**src/hdl/assert_macros.svh**
```systemverilog
// assertion helpers, clocked on clk and quiet while rst is high
`ifndef ASSERT_MACROS_SVH
`define ASSERT_MACROS_SVH

// ante holds -> cons holds in the same cycle
`define ASSERT_IMPLIES(lbl, ante, cons, msg) \
  lbl: assert property (@(posedge clk) disable iff (rst) (ante) |-> (cons)) else $error(msg);

// ante holds -> cons holds in the next cycle
`define ASSERT_NEXT(lbl, ante, cons, msg) \
  lbl: assert property (@(posedge clk) disable iff (rst) (ante) |=> (cons)) else $error(msg);

// cond holds in every cycle
`define ASSERT_ALWAYS(lbl, cond, msg) \
  `ASSERT_IMPLIES(lbl, 1'b1, cond, msg)

`endif

```
**src/hdl/tbh_pkg.sv**
```systemverilog
package tbh_pkg;

  // input command codes
  typedef enum logic [1:0] {
    OP_SET  = 2'd0,
    OP_TICK = 2'd1,
    OP_REV  = 2'd2
  } tbh_op_t;

  typedef enum logic [3:0] {
    ST_IDLE,
    ST_GUESS_MUL,
    ST_GUESS_WR,
    ST_EMA_NEW,
    ST_EMA_OLD,
    ST_EMA_SAT,
    ST_ERR_MUL,
    ST_DRIVE,
    ST_MV_MUL,
    ST_OUT
  } tbh_state_t;

  // operand pair of the shared multiplier
  typedef enum logic [2:0] {
    MUL_GUESS,
    MUL_EMA_NEW,
    MUL_EMA_OLD,
    MUL_ERR,
    MUL_MV
  } tbh_mul_t;

  typedef struct packed {
    logic     accept;
    logic     mul_en;
    tbh_mul_t mul_sel;
    logic     acc_load;
    logic     filt_upd;
    logic     err_upd;
    logic     drive_upd;
    logic     guess_upd;
    logic     out_load;
    logic     out_rev;
  } tbh_cmd_t;

  typedef struct packed {
    logic rev_spin;
    logic out_free;
  } tbh_sts_t;

  // configuration register indexes
  localparam logic CFG_GAIN  = 1'b0;
  localparam logic CFG_ALPHA = 1'b1;

  localparam logic [23:0] GAIN_RESET  = 24'd168;
  localparam logic [16:0] ALPHA_RESET = 17'd32768;

  localparam logic [16:0] FULL_DRIVE = 17'd65536;
  localparam logic signed [29:0] FULL_MV = 30'sd12000;
  localparam logic signed [14:0] REVERSE_MV = -15'sd12000;

  // guess = (target*65536 + 1800) / 3600 via reciprocal, exact for 28-bit dividends
  localparam int unsigned GUESS_SHIFT = 40;
  localparam logic [63:0] GUESS_RECIP_FULL = ((64'd1 << GUESS_SHIFT) + 64'd3599) / 64'd3600;
  localparam logic [29:0] GUESS_RECIP = GUESS_RECIP_FULL[29:0];
  localparam logic [27:0] GUESS_BIAS = 28'd1800;

  // rpm * 18 * 256 as signed Q.8 speed
  function automatic logic signed [22:0] scaled_m8(input logic [9:0] rpm);
    logic signed [22:0] s;
    s = $signed({{13{rpm[9]}}, rpm});
    return (s <<< 12) + (s <<< 9);
  endfunction

endpackage

```
**src/hdl/tbh_ctrl.sv**
```systemverilog
`include "assert_macros.svh"

module tbh_ctrl (
  input  logic              clk,
  input  logic              rst,
  input  logic              s_tvalid,
  output logic              s_tready,
  input  logic [1:0]        in_op,
  input  logic              in_pvalid,
  input  tbh_pkg::tbh_sts_t sts,
  output tbh_pkg::tbh_cmd_t cmd
);

  tbh_pkg::tbh_state_t state, state_next;
  logic rev_tick, rev_tick_next;

  always_ff @(posedge clk) begin
    if (rst) begin
      state    <= tbh_pkg::ST_IDLE;
      rev_tick <= 1'b0;
    end else begin
      state    <= state_next;
      rev_tick <= rev_tick_next;
    end
  end

  always_comb begin
    state_next    = state;
    rev_tick_next = rev_tick;
    cmd           = '0;
    s_tready      = 1'b0;
    unique case (state)
      tbh_pkg::ST_IDLE: begin
        s_tready = 1'b1;
        if (s_tvalid) begin
          cmd.accept    = 1'b1;
          rev_tick_next = 1'b0;
          case (in_op)
            tbh_pkg::OP_SET: begin
              if (!in_pvalid) state_next = tbh_pkg::ST_GUESS_MUL;
            end
            tbh_pkg::OP_TICK: begin
              rev_tick_next = sts.rev_spin;
              state_next = sts.rev_spin ? tbh_pkg::ST_OUT : tbh_pkg::ST_EMA_NEW;
            end
            default: ;
          endcase
        end
      end
      tbh_pkg::ST_GUESS_MUL: begin
        cmd.mul_en  = 1'b1;
        cmd.mul_sel = tbh_pkg::MUL_GUESS;
        state_next  = tbh_pkg::ST_GUESS_WR;
      end
      tbh_pkg::ST_GUESS_WR: begin
        cmd.guess_upd = 1'b1;
        state_next    = tbh_pkg::ST_IDLE;
      end
      tbh_pkg::ST_EMA_NEW: begin
        cmd.mul_en  = 1'b1;
        cmd.mul_sel = tbh_pkg::MUL_EMA_NEW;
        state_next  = tbh_pkg::ST_EMA_OLD;
      end
      tbh_pkg::ST_EMA_OLD: begin
        cmd.mul_en   = 1'b1;
        cmd.mul_sel  = tbh_pkg::MUL_EMA_OLD;
        cmd.acc_load = 1'b1;
        state_next   = tbh_pkg::ST_EMA_SAT;
      end
      tbh_pkg::ST_EMA_SAT: begin
        cmd.filt_upd = 1'b1;
        state_next   = tbh_pkg::ST_ERR_MUL;
      end
      tbh_pkg::ST_ERR_MUL: begin
        cmd.mul_en  = 1'b1;
        cmd.mul_sel = tbh_pkg::MUL_ERR;
        cmd.err_upd = 1'b1;
        state_next  = tbh_pkg::ST_DRIVE;
      end
      tbh_pkg::ST_DRIVE: begin
        cmd.drive_upd = 1'b1;
        state_next    = tbh_pkg::ST_MV_MUL;
      end
      tbh_pkg::ST_MV_MUL: begin
        cmd.mul_en  = 1'b1;
        cmd.mul_sel = tbh_pkg::MUL_MV;
        state_next  = tbh_pkg::ST_OUT;
      end
      tbh_pkg::ST_OUT: begin
        if (sts.out_free) begin
          cmd.out_load = 1'b1;
          cmd.out_rev  = rev_tick;
          state_next   = tbh_pkg::ST_IDLE;
        end
      end
      default: state_next = tbh_pkg::ST_IDLE;
    endcase
  end

  `ASSERT_IMPLIES(a_load_free, cmd.out_load, sts.out_free, "result loaded over a held one")
  `ASSERT_NEXT(a_tick_busy, cmd.accept && (in_op == tbh_pkg::OP_TICK), !s_tready, "tick overlapped")

endmodule

```
**config.mk**
```make
export PLATFORM = sky130hd
export DESIGN_NAME = tbh_ctrl
export DESIGN_NICKNAME = d
export VERILOG_FILES = /design/src/hdl/tbh_pkg.sv /design/src/hdl/tbh_ctrl.sv
export VERILOG_INCLUDE_DIRS = /design/src /design/src/hdl
export SDC_FILE = /design/constraint.sdc
export NUM_CORES = 1
export LEC_CHECK = 0
export BUFFER_PORTS_ARGS = -buffer_cell sky130_fd_sc_hd__buf_2
export CAP_MARGIN = 40
export CORE_AREA = 3 3 40 42
export DETAILED_ROUTE_END_ITERATION = 6
export DIE_AREA = 0 0 43 45
export PLACE_DENSITY = 0.71
export SLEW_MARGIN = 20
export SYNTH_ARGS = -nofsm -noshare
export SYNTH_HDL_FRONTEND = slang
export SYNTH_SLANG_ARGS = --single-unit
```
**constraint.sdc**
```tcl
create_clock -name clk -period 1.2 [get_ports clk]
set_clock_uncertainty 0.2 [all_clocks]
set_input_delay 0 -clock clk [delete_from_list [all_inputs] [get_ports clk]]
set_output_delay 0 -clock clk [all_outputs]
set_load 0.1 [all_outputs]
```
==> metrics.yaml, run 1 <==
synthesis:
  synth_commonest_cells: "dfxtp_1, nand2_1, nor2_1"
  yosysTopAreaCellShare: 0.233
  netlist_area_um2: 430
  ys_seq_area_frac: 0.233
  synth.avg_cell_area_um2: 8.12
  ys_async_sr_fraction: 0
  ys_ff_latch: 5
  synth-main-ff-cell: "dfxtp_1"
  synth.distinct_cells: 28
  synth_edf_count: 0
  netlist_top_cells_area: "dfxtp_1, nor4_4, o21ba_1"
  syn-num-nets: 61
  synthCells: 53
  yosysWarnings: 0
  synth_area_leader_cell: "dfxtp_1"
clock_network:
  cts_buffers: 3
  clockBufferDepth: 2
  root_buffer: "clkbuf_4"
  htree_levels: 1
  clock_sinks: 5
global_routing:
  grt_max_degree: 8
  antenna_found_initial: 0
place:
  place_hpwl_mm: 1.20
  io_buffers: 20
  place_congestion: 0.894
floorplan:
  ios: 21
  die-height_um: 45
  initial_core_util: 0.335
  row_count: 13
  dieWidth_um: 43
sta:
  worst_path_end_type: "top-level output"
  worstEndpointGrtRepair: "cmd[11]"
status:
  stop_stage: "global routing (5_1_grt)"
  status: "aborted with a tool error"
  firstError: "[ERROR DPL-0033] detailed placement checks failed during check placement."
## metrics by stage
stage	cell area [um2]	setup slack, ps	instances	util	hold slack (ps)
detailed placement	947	-212	101	0.737	49.7
global placement	947	-164	101	0.737	44.4
floorplan	538	-1100	53	-	-135
CTS	1150	-420	119	0.897	-99.8
## timing repair
| item | in CTS |
|---|---|
| setup buffers | 10 |
| gates resized for setup | 17 |
| pin swaps | 6 |
| endpoints found under the setup margin | 18 |
| hold buffers | 4 |
| endpoints found under the hold margin | 5 |
## cells by family after synthesis
kind of cell              share of synthesized area
buffers and inverters                        0.0785
xor gates and xnor gates                     0.0407
AOI/OAI and AO/OA                             0.212
and+or+nand+nor                               0.436
DFF                                           0.233
==> run 2, diff against run 1 <==
--- a/config.mk
+++ b/config.mk
@@ -8,10 +8,10 @@
 export LEC_CHECK = 0
 export BUFFER_PORTS_ARGS = -buffer_cell sky130_fd_sc_hd__buf_2
 export CAP_MARGIN = 40
-export CORE_AREA = 3 3 40 42
+export CORE_AREA = 3 3 64 66
 export DETAILED_ROUTE_END_ITERATION = 6
-export DIE_AREA = 0 0 43 45
-export PLACE_DENSITY = 0.71
+export DIE_AREA = 0 0 67 69
+export PLACE_DENSITY_LB_ADDON = 0.15
 export SLEW_MARGIN = 20
 export SYNTH_ARGS = -nofsm -noshare
 export SYNTH_HDL_FRONTEND = slang
==> constraint.sdc (replaced) <==
create_clock -name clk -period 1.56 [get_ports clk]
set_clock_uncertainty 0.2 [all_clocks]
set_input_delay 0 -clock clk [delete_from_list [all_inputs] [get_ports clk]]
set_output_delay 0 -clock clk [all_outputs]
set_load 0.1 [all_outputs]
==> metrics.yaml, run 2 <==
place:
  placed_cell_area_um2: 892
  place_inst: 123
  io_buffers: 20
  dp_slack_ps: 98.5
  place_congestion: 0.757
  place_hpwl_mm: 1.07
layout:
  largest_reg_flops: 4
  final_util: 0.301
  layout-drive-gt1-share: 0.638
  syn_to_final_growth_pct: 154
  layout_commonest_cell: "buf_12"
  diodes: 0
  finalInstanceArea_um2: 1090
  num-nets-final: 103
  top_register: "state"
  final_cell_mix: "buf_12, buf_4, buf_2"
  top_regs: "state (4), rev_tick (1)"
  stdcell_count: 142
setup_path:
  cp_max_fo: 5
  critPathCaptureType: "output port"
  path_buf_inv: 2
  cpMostUsedCell: "buf_12"
  crit_arrival_ps: 1380
  crit_type: "flop to output port"
  cpPeakStageDelay_ps: 350
  crit_chain: "buf_12 -> nor2_4 -> and4_4 -> and2_4 -> buf_12"
  cp.required_ps: 1360
  slowest_stage: "dfxtp_4"
  cp_top_family: "simple AND/OR/NAND/NOR gates"
  cp-start-kind: "flop"
floorplan:
  die-height_um: 69
  core_area_um2: 3630
  ios: 21
  dieWidth_um: 67
  dieArea_um2: 4620
  row_count: 22
  initial_core_util: 0.118
power:
  irDropWorstVdd_mv: 0.190
  power_density_nw_per_um2: 628
  power_leakage_nw: 0.437
sta:
  hold_viol_final: 0
  slew_viol_final: 0
  max_freq_ghz: 0.634
  post-route-period-util: 1.01
  tns_ps: -18.3
  fin_crit_ps: 1580
  setup_violations: 1
  timing.max_slew.rel_slack: 0.760
  rsz0062_at_grt: "yes"
  tightest_slew_ps: 358
  fin_ws_ps: -18.3
flow_run:
  maxCapViolCount: 0
min_path:
  hold_class: "primary input to flop"
route:
  met3WireLength_um: 98
  top_layer: "met4"
  dr_wl_met2_um: 731
  drtPass1Iterations: 4
  m1WireLength_um: 621
  drt_iter0_markers: 7
  antenna_left: 0
  wl_per_cell_um: 10.3
  viasPerCell: 3.80
  via_count: 539
  drc_errors: 0
  drt-total-wl_mm: 1.46
synthesis:
  netlist_top_cells_area: "dfxtp_1, nor4_4, o21ba_1"
  netlist_area_um2: 430
  synthAdderAreaFrac: 0
  synthCells: 53
  yosysWarnings: 0
  synth_top_family_by_area: "simple AND/OR/NAND/NOR gates"
  ys_seq_area_frac: 0.233
  synth_compound_area_frac: 0.212
  synthMuxAreaShare: 0
  synth-main-ff-cell: "dfxtp_1"
  synth.avg_cell_area_um2: 8.12
  yosysTopAreaCellShare: 0.233
  syn-num-nets: 61
  ys_async_sr_fraction: 0
  synth_area_leader_cell: "dfxtp_1"
  ys_ff_latch: 5
  synth_commonest_cells: "dfxtp_1, nand2_1, nor2_1"
  synth_edf_count: 0
  synth.distinct_cells: 28
  synth_xor_area_frac: 0.0407
  synthSimpleGateAreaFrac: 0.436
clock_network:
  cts_tree: "done"
  clockBufferDepth: 2
  clkTransAtPathRegs_ps: 40
  insertion_delay_ps: 220
  htree_levels: 1
  clock_sinks: 5
  root_buffer: "clkbuf_8"
  cts_buffers: 3
global_routing:
  grt_use_total: 0.0694
  grt_pass1_wl_mm: 2.42
  antenna_found_initial: 0
  grt_max_degree: 14
  grt_pass1_vias: 504
  grt_remaining_overflow: 0
status:
  violations: "setup timing"
  status: "finished with violations"
run 2: cell counts after synthesis:
Identical to the previous run, type by type.
run 2: what timing repair did:
action                     4_1_cts  5_1_grt
pin swaps                        3        5
gates resized for setup          7        1
buffers inserted                 3        7
hold endpoints to repair         5        0
hold buffers                     5        0
setup endpoints to repair        7        6
run 2: through the flow:
step	power [mW]	hold WS, ps
finish	0.688	36.7
global route	0.717	71.6
CTS	0.691	43.1
detailed placement	0.429	56.8
global placement	0.431	64.4
floorplan	0.334	-135
run 2: layout make-up:
| cell class | instances | area (um2) |
|---|---|---|
| Timing Repair Buffer | 41 | 479 |
| Fill cell | 401 | 2540 |
| Sequential cell | 5 | 113 |
| Multi-Input combinational cell | 42 | 390 |
| Inverter | 2 | 7.51 |
| Tap cell | 48 | 60.1 |
| Clock buffer | 4 | 45.0 |
run 2: kinds of logic after synthesis:
logic type	count (synthesis)
AO/OA/AOI/OAI	11
AND/OR/NAND/NOR	29
buffers and inverters	6
flip-flops	5
XOR/XNOR	2
run 2: final timing paths:
check	slack (ps)	cells past startpoint	from	endpoint
max	-20	5	state[2]$_SDFFE_PP0P_	cmd[0]
min	40	4	in_op[0]	state[1]$_SDFFE_PP0P_
max reg2reg	130	4	state[2]$_SDFFE_PP0P_	state[3]$_SDFFE_PP0P_
min reg2reg	380	2	state[0]$_SDFFE_PP0P_	state[3]$_SDFFE_PP0P_
run 2: power by group:
group	leakage, nW	internal [mW]	switching [mW]
Combinational	0.371	0.123	0.172
Clock	0.0228	0.176	0.0675
Sequential	0.0433	0.132	0.0167
run 2: layer usage:
layer / vias up / global-route usage
li1: 275 / -
met1: 245 / 0.0858
met2: 17 / 0.104
met3: 2 / 0.0358
met4: 0 / 0.0203
met5: - / 0
run 2: tightest hold or removal path, cell delays in order:
cell and delay [ps]:
buf_2 100, nor2b_1 150, nand4b_1 110, a211oi_2 60
Power figures use the tool's default switching activity.
